## src/code_relocation_fixup_defines.svh

```systemverilog
// ----------------------------------------------------------------------------
// code relocation fixup assertion macros
// concurrent checks clocked on clk, disabled while arst_n is low
// ----------------------------------------------------------------------------
`ifndef CODE_RELOCATION_FIXUP_DEFINES_SVH
`define CODE_RELOCATION_FIXUP_DEFINES_SVH

`ifndef SYNTHESIS

// same-cycle implication
`define CRF_ASSERT_SAME(lbl, ante, cons, msg) \
	lbl: assert property (@(posedge clk) disable iff (!arst_n) (ante) |-> (cons)) \
		else $error(msg);

// next-cycle implication
`define CRF_ASSERT_NEXT(lbl, ante, cons, msg) \
	lbl: assert property (@(posedge clk) disable iff (!arst_n) (ante) |=> (cons)) \
		else $error(msg);

`else

`define CRF_ASSERT_SAME(lbl, ante, cons, msg)
`define CRF_ASSERT_NEXT(lbl, ante, cons, msg)

`endif

`endif

```

## src/crf_pkg.sv

```systemverilog
// ----------------------------------------------------------------------------
// crf_pkg
// shared types and constants of the code relocation fixup pipeline
// ----------------------------------------------------------------------------
package crf_pkg;

	// fixup kinds after type decode
	typedef enum logic [2:0] {
		KIND_NONE = 3'd0,
		KIND_BR26 = 3'd1,
		KIND_PG21 = 3'd2,
		KIND_LO12 = 3'd3,
		KIND_X86  = 3'd4
	} crf_kind_t;

	// beat carried from the value stage to the patch stage
	typedef struct packed {
		crf_kind_t   kind;
		logic [31:0] word;
		logic [63:0] value;
		logic [63:0] place;
	} crf_item_t;

	// mach-o aarch64 types
	localparam logic [9:0] MACHO_ARM_BR26 = 10'd2;
	localparam logic [9:0] MACHO_ARM_PG21 = 10'd3;
	localparam logic [9:0] MACHO_ARM_LO12 = 10'd4;

	// elf aarch64 types
	localparam logic [9:0] ELF_ARM_CALL26   = 10'd283;
	localparam logic [9:0] ELF_ARM_JUMP26   = 10'd282;
	localparam logic [9:0] ELF_ARM_PAGE21   = 10'd275;
	localparam logic [9:0] ELF_ARM_LO12     = 10'd277;
	localparam logic [9:0] ELF_ARM_LO12_LO  = 10'd284;
	localparam logic [9:0] ELF_ARM_LO12_HI  = 10'd286;

	// x86-64 types
	localparam logic [9:0] MACHO_X86_SIGNED = 10'd1;
	localparam logic [9:0] MACHO_X86_BRANCH = 10'd2;
	localparam logic [9:0] ELF_X86_PC32     = 10'd2;
	localparam logic [9:0] ELF_X86_PLT32    = 10'd4;

	// instruction field masks
	localparam logic [31:0] BR26_KEEP  = 32'hfc000000;
	localparam logic [31:0] PG21_KEEP  = 32'h9f00001f;
	localparam logic [31:0] LO12_KEEP  = 32'hffc003ff;
	localparam logic [31:0] LDST_MASK  = 32'h3b000000;
	localparam logic [31:0] LDST_MATCH = 32'h39000000;
	localparam logic [31:0] Q128_MASK  = 32'h04800000;

endpackage

```

## src/crf_value_stage.sv

```systemverilog
// ----------------------------------------------------------------------------
// crf_value_stage
// decodes the fixup kind and forms target plus addend into the s2 register
// ----------------------------------------------------------------------------
module crf_value_stage (
	input  logic                clk,
	input  logic                arst_n,
	input  logic                adv,
	input  logic                v_s1,
	input  logic                arch_s1,
	input  logic                format_s1,
	input  logic [9:0]          reloc_type_s1,
	input  logic                has_literal_s1,
	input  logic [31:0]         word_s1,
	input  logic [63:0]         target_s1,
	input  logic [63:0]         place_s1,
	input  logic [63:0]         addend_s1,
	output logic                v_s2,
	output crf_pkg::crf_item_t  item_s2
);
	import crf_pkg::*;

	`include "code_relocation_fixup_defines.svh"

	crf_kind_t   kind_d;
	logic [63:0] add_b;
	logic [63:0] add_c;
	logic [63:0] csa_sum;
	logic [63:0] csa_cy;
	logic [63:0] value_d;

	// relocation type decode
	always_comb begin
		kind_d = KIND_NONE;
		if (arch_s1) begin
			if (format_s1) begin
				if (reloc_type_s1 == ELF_X86_PC32 || reloc_type_s1 == ELF_X86_PLT32)
					kind_d = KIND_X86;
			end else begin
				if (reloc_type_s1 == MACHO_X86_SIGNED || reloc_type_s1 == MACHO_X86_BRANCH)
					kind_d = KIND_X86;
			end
		end else if (format_s1) begin
			priority if (reloc_type_s1 == ELF_ARM_CALL26 || reloc_type_s1 == ELF_ARM_JUMP26)
				kind_d = KIND_BR26;
			else if (reloc_type_s1 == ELF_ARM_PAGE21)
				kind_d = KIND_PG21;
			else if (reloc_type_s1 == ELF_ARM_LO12 ||
			         (reloc_type_s1 >= ELF_ARM_LO12_LO && reloc_type_s1 <= ELF_ARM_LO12_HI))
				kind_d = KIND_LO12;
			else
				kind_d = KIND_NONE;
		end else begin
			priority if (reloc_type_s1 == MACHO_ARM_BR26)
				kind_d = KIND_BR26;
			else if (reloc_type_s1 == MACHO_ARM_PG21)
				kind_d = KIND_PG21;
			else if (reloc_type_s1 == MACHO_ARM_LO12)
				kind_d = KIND_LO12;
			else
				kind_d = KIND_NONE;
		end
	end

	// addend selection: x86 always, aarch64 elf only without a literal
	assign add_b = (arch_s1 || (format_s1 && !has_literal_s1)) ? addend_s1 : 64'd0;
	// embedded addend for x86 mach-o
	assign add_c = (arch_s1 && !format_s1) ? {{32{word_s1[31]}}, word_s1} : 64'd0;

	// carry-save of three operands, then one adder
	assign csa_sum = target_s1 ^ add_b ^ add_c;
	assign csa_cy  = {((target_s1[62:0] & add_b[62:0]) | (target_s1[62:0] & add_c[62:0]) |
	                   (add_b[62:0] & add_c[62:0])), 1'b0};
	assign value_d = csa_sum + csa_cy;

	// s2 valid
	always_ff @(posedge clk or negedge arst_n) begin
		if (!arst_n) begin
			v_s2 <= 1'b0;
		end else if (adv) begin
			v_s2 <= v_s1;
		end
	end

	// s2 payload
	always_ff @(posedge clk) begin
		if (adv) begin
			item_s2.kind  <= kind_d;
			item_s2.word  <= word_s1;
			item_s2.value <= value_d;
			item_s2.place <= place_s1;
		end
	end

	`CRF_ASSERT_NEXT(a_s2_hold, v_s2 && !adv, v_s2 && $stable(item_s2), "s2 lost a stalled beat")

endmodule

```

## src/crf_patch_stage.sv

```systemverilog
// ----------------------------------------------------------------------------
// crf_patch_stage
// forms the pc-relative delta, runs range and alignment checks, patches word
// ----------------------------------------------------------------------------
module crf_patch_stage (
	input  logic                clk,
	input  logic                arst_n,
	input  logic                adv,
	input  logic                v_s2,
	input  crf_pkg::crf_item_t  item_s2,
	output logic                out_valid,
	output logic [31:0]         word_out,
	output logic                ok
);
	import crf_pkg::*;

	`include "code_relocation_fixup_defines.svh"

	logic [63:0] delta;
	logic [51:0] pages;
	logic [11:0] low;
	logic [2:0]  sz;
	logic [11:0] low_mask;
	logic [11:0] low_sh;
	logic        is_ldst;
	logic        ok_d;
	logic [31:0] word_d;
	logic        valid_q;
	logic [31:0] word_q;
	logic        ok_q;

	// full delta and page delta
	assign delta = item_s2.value - item_s2.place;
	assign pages = item_s2.value[63:12] - item_s2.place[63:12];

	// page offset scaling for loads and stores
	assign low      = item_s2.value[11:0];
	assign is_ldst  = (item_s2.word & LDST_MASK) == LDST_MATCH;
	assign sz       = ((item_s2.word & Q128_MASK) == Q128_MASK) ? 3'd4
	                  : {1'b0, item_s2.word[31:30]};
	assign low_mask = (12'd1 << sz) - 12'd1;
	assign low_sh   = low >> sz;

	// check and patch per kind
	always_comb begin
		ok_d   = 1'b0;
		word_d = item_s2.word;
		unique case (item_s2.kind)
			KIND_BR26: begin
				if (delta[1:0] == 2'b00 &&
				    (delta[63:27] == '0 || delta[63:27] == '1)) begin
					ok_d   = 1'b1;
					word_d = (item_s2.word & BR26_KEEP) | {6'd0, delta[27:2]};
				end
			end
			KIND_PG21: begin
				if (pages[51:20] == '0 || pages[51:20] == '1) begin
					ok_d   = 1'b1;
					word_d = (item_s2.word & PG21_KEEP) |
					         {1'b0, pages[1:0], 5'd0, pages[20:2], 5'd0};
				end
			end
			KIND_LO12: begin
				if (is_ldst) begin
					if ((low & low_mask) == 12'd0) begin
						ok_d   = 1'b1;
						word_d = (item_s2.word & LO12_KEEP) | {10'd0, low_sh, 10'd0};
					end
				end else begin
					ok_d   = 1'b1;
					word_d = (item_s2.word & LO12_KEEP) | {10'd0, low, 10'd0};
				end
			end
			KIND_X86: begin
				if (delta[63:31] == '0 || delta[63:31] == '1) begin
					ok_d   = 1'b1;
					word_d = delta[31:0];
				end
			end
			default: begin
				ok_d   = 1'b0;
				word_d = item_s2.word;
			end
		endcase
	end

	// result valid
	always_ff @(posedge clk or negedge arst_n) begin
		if (!arst_n) begin
			valid_q <= 1'b0;
		end else if (adv) begin
			valid_q <= v_s2;
		end
	end

	// result payload
	always_ff @(posedge clk) begin
		if (adv) begin
			word_q <= word_d;
			ok_q   <= ok_d;
		end
	end

	assign out_valid = valid_q;
	assign word_out  = word_q;
	assign ok        = ok_q;

	`CRF_ASSERT_SAME(a_fail_keeps_word, v_s2 && !ok_d, word_d == item_s2.word, "failed fixup altered word")
	`CRF_ASSERT_NEXT(a_none_fails, adv && v_s2 && item_s2.kind == KIND_NONE, out_valid && !ok, "unsupported type patched")
	`CRF_ASSERT_NEXT(a_ok_lands, adv && v_s2 && ok_d, out_valid && ok, "successful fixup lost")

endmodule

```

## src/code_relocation_fixup.sv

```systemverilog
// ----------------------------------------------------------------------------
// code_relocation_fixup
// applies one aarch64 or x86-64 code relocation to a 32-bit word
// ----------------------------------------------------------------------------
// Three register stages: an input register, a value register holding the
// decoded kind and target plus addend, and a result register. A beat accepted
// passes through them in that order to out_valid, and one beat is taken every
// cycle while the result side keeps up. The whole pipeline holds as one while a
// result waits on out_ready, so in_ready follows out_ready combinationally
// whenever the result register is full. The 64-bit adder of the value stage and
// the 64-bit delta subtract of the patch stage set the clock.
module code_relocation_fixup (
	input  logic        clk,
	input  logic        arst_n,
	input  logic        in_valid,
	output logic        in_ready,
	input  logic        arch,
	input  logic        format,
	input  logic [9:0]  reloc_type,
	input  logic        has_literal,
	input  logic [31:0] word_in,
	input  logic [63:0] target,
	input  logic [63:0] place,
	input  logic [63:0] addend,
	output logic        out_valid,
	input  logic        out_ready,
	output logic [31:0] word_out,
	output logic        ok
);
	import crf_pkg::*;

	`include "code_relocation_fixup_defines.svh"

	logic        adv;
	logic        v_s1;
	logic        arch_s1;
	logic        format_s1;
	logic [9:0]  reloc_type_s1;
	logic        has_literal_s1;
	logic [31:0] word_s1;
	logic [63:0] target_s1;
	logic [63:0] place_s1;
	logic [63:0] addend_s1;
	logic        v_s2;
	crf_item_t   item_s2;

	// pipeline moves unless a result beat is stuck
	assign adv      = !out_valid || out_ready;
	assign in_ready = adv;

	// input register valid
	always_ff @(posedge clk or negedge arst_n) begin
		if (!arst_n) begin
			v_s1 <= 1'b0;
		end else if (adv) begin
			v_s1 <= in_valid;
		end
	end

	// input register payload
	always_ff @(posedge clk) begin
		if (adv) begin
			arch_s1        <= arch;
			format_s1      <= format;
			reloc_type_s1  <= reloc_type;
			has_literal_s1 <= has_literal;
			word_s1        <= word_in;
			target_s1      <= target;
			place_s1       <= place;
			addend_s1      <= addend;
		end
	end

	// kind decode and value sum
	crf_value_stage u_value (
		.clk            (clk),
		.arst_n         (arst_n),
		.adv            (adv),
		.v_s1           (v_s1),
		.arch_s1        (arch_s1),
		.format_s1      (format_s1),
		.reloc_type_s1  (reloc_type_s1),
		.has_literal_s1 (has_literal_s1),
		.word_s1        (word_s1),
		.target_s1      (target_s1),
		.place_s1       (place_s1),
		.addend_s1      (addend_s1),
		.v_s2           (v_s2),
		.item_s2        (item_s2)
	);

	// checks and patch
	crf_patch_stage u_patch (
		.clk       (clk),
		.arst_n    (arst_n),
		.adv       (adv),
		.v_s2      (v_s2),
		.item_s2   (item_s2),
		.out_valid (out_valid),
		.word_out  (word_out),
		.ok        (ok)
	);

	`CRF_ASSERT_NEXT(a_accept_lands, in_valid && in_ready, v_s1, "accepted beat missing from input register")
	`CRF_ASSERT_NEXT(a_s1_moves, v_s1 && adv, v_s2, "input register beat not passed on")

endmodule
```

## config.mk

```make
export PLATFORM = sky130hd
export DESIGN_NAME = code_relocation_fixup
export DESIGN_NICKNAME = d
export VERILOG_FILES = /design/src/crf_pkg.sv /design/src/crf_value_stage.sv /design/src/crf_patch_stage.sv /design/src/code_relocation_fixup.sv
export VERILOG_INCLUDE_DIRS = /design/src /design/src/src
export SDC_FILE = /design/constraint.sdc
export NUM_CORES = 1
export LEC_CHECK = 0
export BUFFER_PORTS_ARGS = -buffer_cell sky130_fd_sc_hd__buf_4
export CAP_MARGIN = 20
export CORE_UTILIZATION = 36
export CTS_CLUSTER_SIZE = 20
export DETAILED_ROUTE_END_ITERATION = 10
export GPL_TIMING_DRIVEN = 0
export PLACE_DENSITY = 0.58
export RECOVER_POWER = 50
export SYNTH_ARGS = -nofsm -noshare
export SYNTH_HDL_FRONTEND = slang
export SYNTH_HIERARCHICAL = 1
export SYNTH_SLANG_ARGS = --single-unit
```

## constraint.sdc

```tcl
create_clock -name clk -period 6.4 [get_ports clk]
set_input_delay 0.32 -clock clk [delete_from_list [all_inputs] [get_ports clk]]
set_output_delay 0.32 -clock clk [all_outputs]
set_load 0.1 [all_outputs]
```

* Yosys cells after proc, flatten, opt, wreduce, memory -nomap -nowiden *
Index checks and enable logic that the tools add are counted.

storage, ports and cells
  bits in registers = 436
  output and inout bits = 35
  logic and storage cells = 101

operators by class
  add/sub/neg operators = 4
  $lt $le $gt $ge = 2
  equal/unequal tests = 17
  shift operators = 2
  multiplexer cells = 26
  bitwise operators = 12
  reductions and logical operators = 21

operators with widths
  cell                  count
  $and 63x63->63        3
  $mux 32               5
  $mux 64               2
  $pmux 32 s4           1
  $xor 64x64->64        2
  $or 63x63->63         2
  $add 64x64->64        1
  $or 32x22->32         2
  $sub 64x64->64        1
  $sub 52x52->52        1
  $eq 10x9->1 const B   4
  $eq 37x37->1 const B  1
  $logic_not 37->1      1
  $eq 33x33->1 const B  1
  $logic_not 33->1      1
  $eq 32x32->1 const B  1
  $logic_not 32->1      1
  $or 32x26->32         1
  $or 32x31->32         1
  $mux 3                10
  $eq 10x2->1 const B   2
  $and 12x12->12        1
  $logic_not 12->1      1
  $shl 1x3->12 const A  1
  other kinds (18)      37

* Depth between registers and ports, before layout *
Gate-level depths: netlist (run 1).

  depth in word-level cells = 9
  gate-level depth with buffers = 19

* Hierarchy *
The synthesis (run 1) kept the hierarchy.

modules (own cells, without submodules)
  module                 times used  cells an instance  area an instance (µm²)  sequential area each (µm²)
  crf_value_stage        1           1008               11010.6                 4919.7
  crf_patch_stage        1           1498               10372.4                 1016.0
  code_relocation_fixup  1           240                7170.6                  7141.8

* Worst setup path before layout (run 1) *
No wires, ideal clock.

  path type = reg2reg
  from = register format_s1
  to = register, netlist name u_value/item_s2[118]
  data arrival time = 4.816 ns
  data required time = 6.210 ns
  slack = 1.393 ns
  stages on the path, launching flop included = 15
  clock period less this slack = 5.007 ns
  cell sequence = edfxtp_1 > nor2b_1 > and2_1 > fa_1 > ha_1 > buf_2 > a21o_1 > a21o_1 > a21oi_1 > o21ai_1 > o21ai_2 > a21oi_1 > a211oi_4 > mux2i_1 > a2111oi_2

between the ends
  word-level cells in the longest chain between the ends = 7

ends and longest elaborated chain
  item                                                   RTL line                                      text
  start, declared                                        code_relocation_fixup.sv:37                   logic format_s1;
  start signal, assigned                                 code_relocation_fixup.sv:64                   format_s1 <= format;
  $logic_and 1x1->1 or $logic_not 1->1 (tied branches)   crf_value_stage.sv:66, crf_value_stage.sv:68
  $logic_or 1x1->1 or $logic_and 1x1->1 (tied branches)  crf_value_stage.sv:66, crf_value_stage.sv:68
  $mux 64, on equally long branches                      crf_value_stage.sv:66, crf_value_stage.sv:68
  $and 63x63->63                                         crf_value_stage.sv:72                         assign csa_cy = {((target_s1[62:0] & add_b[62:0]) | (target_s1[62:0] & add_c[62:0]) |
  $or 63x63->63 (2 in a row)                             crf_value_stage.sv:72
  $add 64x64->64 *                                       crf_value_stage.sv:74                         assign value_d = csa_sum + csa_cy;
  net u_value.value_d[54]                                crf_value_stage.sv:30                         logic [63:0] value_d;

The timed path passes the listed nets; every way through them passes the cells marked *.
A chain may end at the register's enable or synchronous reset.

* Final worst setup path (run 1) *
  from = register, netlist name u_value/item_s2[38]
  to = register u_patch.word_q[8], in the netlist u_patch/word_out[8] (data pin)

between the ends
  word-level cells in the longest chain between the ends = 6

ends and longest elaborated chain
  item                                              RTL line               text
  $sub 64x64->64                                    crf_patch_stage.sv:33  assign delta = item_s2.value - item_s2.place;
  $eq 37x37->1 or $logic_not 37->1 (tied branches)  crf_patch_stage.sv:51  (delta[63:27] == '0 || delta[63:27] == '1)) begin
  $logic_or 1x1->1                                  crf_patch_stage.sv:51
  $logic_and 1x1->1                                 crf_patch_stage.sv:50  if (delta[1:0] == 2'b00 &&
  $mux 32                                           crf_patch_stage.sv:50
  $pmux 32 s4 *                                     crf_patch_stage.sv:48  unique case (item_s2.kind)
  net u_patch.word_d[8]                             crf_patch_stage.sv:27  logic [31:0] word_d;
  end signal, assigned                              crf_patch_stage.sv:99  word_q <= word_d;
  end, declared                                     crf_patch_stage.sv:29  logic [31:0] word_q;

Marked as above.

==> impl_metrics.tcl, run 1 <==
set metrics [dict create \
    outcome "complete, but fails checks" \
    failed_checks "capacitance limit, slew limit" \
    grt_max_degree 73 \
    ant_nets 0 \
    synth_compound_area_frac 0.178 \
    core_um2 78000 \
    critPathArrivalTime_ps 6660 \
    dieArea_um2 80400 \
    place_area_um2 32100 \
    cts.htree.levels 2 \
    vias 24233 \
    die_x_um 284 \
    holdWs_ps 63.6 \
    synthSimpleGateAreaFrac 0.152 \
    setup_viol 0 \
    layout.nets 3750 \
    end_kind "flip-flop" \
    avgRoutedWirePerCell_um 22.8 \
    synth-seq-area-share 0.458 \
    io_pins 276 \
    synth_edf_count 433 \
    r2r_cells 18 \
    path_max_fanout 10 \
    rr_endpoint "u_patch/word_out[8]" \
    worst_slew_pin_slew_ps 3710 \
    drt_first_pass_iters 5 \
    finalHoldViolations 0 \
    clkTransAtPathRegs_ps 60 \
    cts_sinks 436 \
    synth_top_family_by_area "compound AO/OA/AOI/OAI gates" \
    p_leak_uw 0.0141 \
    worstPathRequired_ps 6810 \
    critical_path.startpoint "u_value/item_s2[38]" \
    cap_viol_max_count 4 \
    slew_viol_final 231 \
    crit_type "flip-flop to flip-flop" \
    critical-path-max-stage-delay_ps 720 \
    first_iter_violations 2164 \
    muxShareOfSynthArea 0.0181 \
    insertion_delay_ps 610 \
    timing.rr.start "u_value/item_s2[38]" \
    synthAdderAreaFrac 0.101 \
    synthArstFlopShare 0.00688 \
    dieHeight_um 284 \
    hold_path_class "primary input to asynchronous set/reset pin" \
    synth_flop_cell "edfxtp_1" \
    drive_above_1_share 0.135 \
    clock.fmax_mhz 160 \
    synth_nets 3179 \
    cp_num_buf_inv 3 \
    numCtsBuffers 47 \
    path_cells "inv_1 > ha_1 > buf_2 > nand2_1 > o21ai_0 > a221oi_2 > o21bai_1 > o21ai_0 > a21oi_1 > nand4_1 > or4_4 > nor4b_2 > nand2b_1 > buf_2 > o31ai_1 > nor3_1 > a211oi_1 > o21ai_1" \
    track_usage 0.243 \
    clockBufferDepth 3 \
    endpoint "u_patch/word_out[8]" \
    fin_cells 4394 \
    overflow 0 \
    relSlewSlack -1.47 \
    dp_hpwl_mm 79.3 \
    dpl.cell_count 4070 \
    syn_area_per_cell_um2 10.4 \
    antenna_found_initial 1 \
    rsz0062_at_grt "false" \
    peakVddDrop_mv 0.261 \
    drc_errors 0 \
    ys.warnings.count 6 \
    io_buffers 275 \
    num_rows 102 \
    syn_area_um2 28600 \
    wirelength_mm 100 \
    synth_xor_xnor_area_share 0.0475 \
    grt_pass1_wl_mm 148 \
    p_per_area_nw_per_um2 583 \
    cts-root-buf "clkbuf_16" \
    final_cell_area_um2 35700 \
    grt_pass1_vias 23563 \
    syn_inst 2746 \
    ys_ff_latch 436 \
    gp_congestion 0.968 \
    fin_crit_ps 6250 \
    area_delta_synth_final_pct 25.1 \
    initial_core_util 0.366 \
    cts_setup_buffers 0 \
    cp.depth 18 \
    cpMaxStageDelayCell "nor4b_2" \
    n_antenna_cell 0 \
    fin_worst_skew_ps 45.6 \
    tritoncts "done" \
    cp_top_family "simple AND/OR/NAND/NOR gates" \
    yosysUniqueCellTypes 106 \
    regToRegSetupSlack_ps 150 \
    critPathLaunchType "flip-flop" \
    fillers 7388 \
    finalCritPeriodShare 0.977 \
    via_per_inst 5.52 \
]
[routing by layer]
metal  GRT usage  vias to the layer above  wire, um
met4      0.0586                        0      2120
met1       0.346                    11873     46300
met2       0.386                      845     45600
met5           0                        -         0
met3      0.0357                      118      6230
li1            -                    11397         -
[worst reg2reg max path: stages (launching register included)]
cell	delay, ps
edfxtp_1	410
inv_1	70
ha_1	270
buf_2	270
nand2_1	140
o21ai_0	660
a221oi_2	130
o21bai_1	650
o21ai_0	260
a21oi_1	240
nand4_1	230
or4_4	620
nor4b_2	720
nand2b_1	180
buf_2	250
o31ai_1	90
nor3_1	510
a211oi_1	100
o21ai_1	250
[kinds of logic after synthesis]
kind of cell,Yosys count
AOI/OAI and AO/OA,767
and+or+nand+nor,859
buffers and inverters,293
xor gates and xnor gates,155
DFF,436
adders and majority gates,192
muxes,44
[cells in the mapped netlist, drive strengths merged (23+ instances only)]
cell	instances	area (um^2)
nor2	154	581
a21oi	246	1350
fa	66	1320
nor4	31	213
clkbuf	62	233
a21o	58	435
buf	50	365
a31oi	27	175
and2	60	375
xnor2	94	823
o21ai	189	983
edfxtp	433	13000
o211ai	28	210
nand2	278	1040
nand4	90	588
ha	126	1580
a211oi	31	245
inv	180	676
o21bai	27	203
xor2	61	534
nand3	59	305
nor3	56	285
o21a	23	173
[per-stage QoR]
stage	setup WS, ps	utilization	total power, uW	setup TNS (ps)
floorplan	1390	-	13800	0
global placement	-761	0.409	18100	-8170
detailed placement	-199	0.412	17900	-287
CTS	115	0.461	20700	0
global route	48.3	0.458	22000	0
finish	148	0.458	20800	0
[placed cells by master (no fill, tap or decap), drive strengths merged, types with 11 or more instances in the layout]
cell and count:
edfxtp 433, clkbuf 391, nand2 278, a21oi 246, dlygate4sd3 239, o21ai 189, inv 184, nor2 154
ha 126, xnor2 94, nand4 90, fa 66, xor2 61, and2 60, buf 60, nand3 59
a21o 58, nor3 56, a211oi 31, nor4 31, o211ai 28, o21bai 27, a31oi 27, o21a 23
mux2i 22, nor2b 21, clkinv 21, and3 19, nand2b 18, mux2 18, o31ai 16, or3 15
o221ai 14, a221oi 14, or4 11
[timing repair]
action,in CTS,in global routing
setup endpoints to repair,3,4
resized for setup,1,5
hold endpoints to repair,241,0
hold buffers,239,0
[worst min path at each step]
| stage | slack (ps) | to | from | cells past startpoint |
|---|---|---|---|---|
| detailed placement | 120 | v_s1 | arst_n | 1 |
| global route | 60 | v_s1 | arst_n | 2 |
| floorplan | 20 | u_patch/out_valid | arst_n | 0 |
| global placement | 110 | u_patch/out_valid | arst_n | 1 |
| finish | 60 | v_s1 | arst_n | 2 |
| CTS | 3 | u_value/v_s2 | arst_n | 2 |
[power breakdown]
group | total [uW] | internal [uW] | switching (uW)
Combinational | 13400 | 4150 | 9240
Clock | 2520 | 1370 | 1150
Sequential | 4910 | 4400 | 507
[area by class of cell]
cell class | instances | area [um^2] | share of cell area
buffer | 111 | 596 | 0.0167
clock buffer | 56 | 1210 | 0.0339
clock inverter | 30 | 219 | 0.00613
inverter | 181 | 679 | 0.0190
multi-input combinational | 2017 | 14200 | 0.398
sequential | 436 | 13100 | 0.366
tap | 1040 | 1300 | 0.0364
timing repair buffer | 523 | 4400 | 0.123
[flip-flops by register name (all words and copies together) (netlist names), 10 cells and up]
signal,count
addend_s1,64
reloc_type_s1,10
place_s1,64
u_patch/word_out,32
u_value/item_s2,163
target_s1,64
word_s1,32
Power figures use the tool's default switching activity.
==> run 2: changes to the inputs <==
--- a/config.mk
+++ b/config.mk
@@ -12,9 +12,9 @@
 export CTS_CLUSTER_SIZE = 20
 export DETAILED_ROUTE_END_ITERATION = 10
 export GPL_TIMING_DRIVEN = 0
+export MAX_ROUTING_LAYER = met4
 export PLACE_DENSITY = 0.58
 export RECOVER_POWER = 50
 export SYNTH_ARGS = -nofsm -noshare
 export SYNTH_HDL_FRONTEND = slang
-export SYNTH_HIERARCHICAL = 1
 export SYNTH_SLANG_ARGS = --single-unit
==> run 2 against run 1 <==
Compared with the run above:
- the run still ends with capacitance limit, slew limit left
- hold slack got worse by 3.3 ps
- die area decreased by 4.4%
- sequential cell count unchanged
- via count decreased by 6.6%
- non-clock buffer count decreased by 26
- critical path type unchanged
- global-route usage increased by 2.1 points
==> impl_metrics.tcl, run 2 <==
set metrics [dict create \
    outcome "complete, but fails checks" \
    failed_checks "capacitance limit, slew limit" \
    cts_sinks 436 \
    seq_power_share 0.258 \
    clkTransAtPathRegs_ps 60 \
    ys_ff_latch 436 \
    seq_area_um2 13100 \
    synth_flop_cell "edfxtp_1" \
    core_um2 74700 \
    slew_viol_final 99 \
    antenna_found_initial 3 \
    setup-tns-final_ps 0 \
    ys_top_cells_by_count "edfxtp_1 (433), a21oi_1 (235), nand2_1 (192), nor2_1 (168), ha_1 (127)" \
    largest_reg_flops 163 \
    finalCritPeriodShare 0.952 \
    avgRoutedWirePerCell_um 24.4 \
    p_per_area_nw_per_um2 502 \
    relSlewSlack -0.858 \
    grt_pass1_wl_mm 146 \
    initial_core_util 0.365 \
    die_x_um 277 \
    tritoncts "done" \
    critical-path-max-stage-delay_ps 530 \
    grt_max_degree 76 \
    yosys.area.top_type "edfxtp_1" \
    ys.warnings.count 0 \
    synth-seq-area-share 0.479 \
    cts-root-buf "clkbuf_16" \
    intPower_uw 8750 \
    syn_inst 2510 \
    combPwrFrac 0.581 \
    netlist.area_leader.share 0.476 \
    cpMaxStageDelayCell "edfxtp_1" \
    critPathArrivalTime_ps 6480 \
    yosysUniqueCellTypes 96 \
    p_leak_uw 0.0137 \
    via_per_inst 5.53 \
    wirelength_mm 100 \
    synth_xor_xnor_area_share 0.0545 \
    worstPathRequired_ps 6790 \
    critPathLaunchType "flip-flop" \
    syn_area_um2 27300 \
    drc_errors 0 \
    rsz0062_at_grt "true" \
    worst_slew_pin_slew_ps 2790 \
    clock.fmax_mhz 164 \
    syn_area_per_cell_um2 10.9 \
    finalHoldViolations 0 \
    end_kind "flip-flop" \
    io_buffers 275 \
    clockBufferDepth 3 \
    insertion_delay_ps 600 \
    track_usage 0.264 \
    dp_hpwl_mm 80.7 \
    synth_top_family_by_area "compound AO/OA/AOI/OAI gates" \
    gp_congestion 1.03 \
    io_pins 276 \
    setup_viol 0 \
    area_delta_synth_final_pct 26.9 \
    synthArstFlopShare 0.00688 \
    mostFrequentLayoutCells "edfxtp_1 (433), dlygate4sd3_1 (239), a21oi_1 (233), clkbuf_4 (222), nand2_1 (192)" \
    drive_above_1_share 0.137 \
    fin_worst_skew_ps 25.9 \
    cpMostUsedCell "a21oi_1" \
    place_area_um2 30800 \
    crit_type "flip-flop to flip-flop" \
    path_cells "a21oi_4 > clkbuf_2 > nor2b_1 > fa_1 > inv_1 > fa_1 > nand2b_1 > a21oi_1 > o21ai_1 > o221ai_2 > nand4_1 > a21oi_1 > o22a_1 > a211oi_1 > o31ai_2 > o211ai_1 > o21a_1 > o21ai_0 > a21oi_1 > xnor2_1" \
    p_sw_uw 8630 \
    synthSimpleGateAreaFrac 0.147 \
    muxShareOfSynthArea 0.0181 \
    power.share.switching 0.497 \
    synthAdderAreaFrac 0.107 \
    timing.rr.start "format_s1" \
    critical_path.startpoint "format_s1" \
    final_common_cell "edfxtp_1" \
    fillers 6789 \
    hold_path_class "primary input to asynchronous set/reset pin" \
    cts.htree.levels 2 \
    final_cell_area_um2 34600 \
    dieArea_um2 76900 \
    synth_area_leaders "edfxtp_1 (48%), ha_1 (5.8%), fa_1 (4.8%)" \
    yosys.cell_count.top_type "edfxtp_1" \
    regMostFlops "u_value.item_s2" \
    drt_first_pass_iters 5 \
    peakVddDrop_mv 0.248 \
    layout.nets 3519 \
    grt_pass1_vias 22253 \
    synth_compound_area_frac 0.164 \
    dieHeight_um 277 \
    overflow 0 \
    first_iter_violations 1994 \
    path_max_fanout 10 \
    synth_nets 2944 \
    synth_edf_count 433 \
    multi_input_area_um2 13400 \
    vias 22635 \
    holdWs_ps 60.4 \
    pwr-share-clk 0.161 \
    fin_crit_ps 6100 \
    cap_viol_max_count 2 \
    numCtsBuffers 48 \
    ant_nets 0 \
    num_rows 100 \
]
-- run 2: cell types whose count changed after synthesis, moves of 15 or more --
cell,delta
a21oi_2,-19
buf_2,+17
clkbuf_1,-35
inv_1,-59
mux2i_1,+15
nand2_1,-86
nand4_1,-22
nor2_1,+15
nor2b_1,+51
nor3_1,-17
o21ai_1,-43
-- run 2: logic make-up (layout without fill, tap and decap cells) --
group / after synthesis / after routing
AND/OR/NAND/NOR: 775 / 775
AO/OA/AOI/OAI: 688 / 688
flip-flops: 436 / 436
buffers and inverters: 201 / 815
adder cells (fa/ha/maj): 193 / 193
XOR/XNOR: 169 / 169
multiplexers: 48 / 48
other: 0 / 1
-- run 2: final cells by class --
class | instances | area share
diodes | 1 | 0.0000722
well taps | 969 | 0.0350
plain buffers | 83 | 0.0118
repair buffers | 525 | 0.129
clock buffers | 52 | 0.0351
inverters | 118 | 0.0128
flip-flops and latches | 436 | 0.377
multi-input cells | 1873 | 0.387
clock inverters | 37 | 0.0111
-- run 2: power by group through the flow --
stage	Sequential [uW]	Combinational, uW	Clock, uW
3_3_place_gp	4610	9730	0
2_1_floorplan	4840	5920	0
6_report	4480	10100	2790
5_1_grt	4540	10800	2970
3_5_place_dp	4530	9780	0
4_1_cts	4470	9970	2870
-- run 2: routing by layer --
layer / vias up / wire length [um] / global-route usage / share of wire
met2: 730 / 44200 / 0.393 / 0.44
met5: - / 0 / - / 0
li1: 10573 / - / - / -
met3: 102 / 5420 / 0.0296 / 0.054
met1: 11230 / 48300 / 0.384 / 0.48
met4: 0 / 2080 / 0.0593 / 0.021
-- run 2: metrics by stage --
stage,util,power [uW],std cells,setup slack [ps]
floorplan,-,10800,2510,1170
global placement,0.409,14300,3754,-1440
detailed placement,0.412,14300,3763,-293
CTS,0.466,17300,4091,43.5
global route,0.464,18300,4094,-73.0
finish,0.464,17400,4094,304
-- run 2: path summary, 6_finish.rpt --
check	end	slack [ps]	cells past startpoint
max reg2reg	u_value.item_s2[127]	300	20
max	u_value.item_s2[127]	300	20
min in group clk	u_value.item_s2[55]	420	0
max in group asynchronous	u_patch.out_valid	6190	2
min reg2reg	u_value.item_s2[55]	420	0
min	u_value.v_s2	60	2
-- run 2: worst max-delay path, delay by kind of cell (launching register included) --
family                     cells  cell delay, ps
adders and majority gates      2             940
AOI/OAI and AO/OA             12            3140
xor gates and xnor gates       1             270
buffers and inverters          2             370
and+or+nand+nor                3             620
DFF                            1             530
-- run 2: timing repair --
item	in CTS	in global routing
buffers inserted	0	2
gates cloned	0	0
hold buffers	239	0
hold endpoints to repair	241	0
resized for setup	6	13
setup endpoints to repair	16	22
pin swaps	0	2
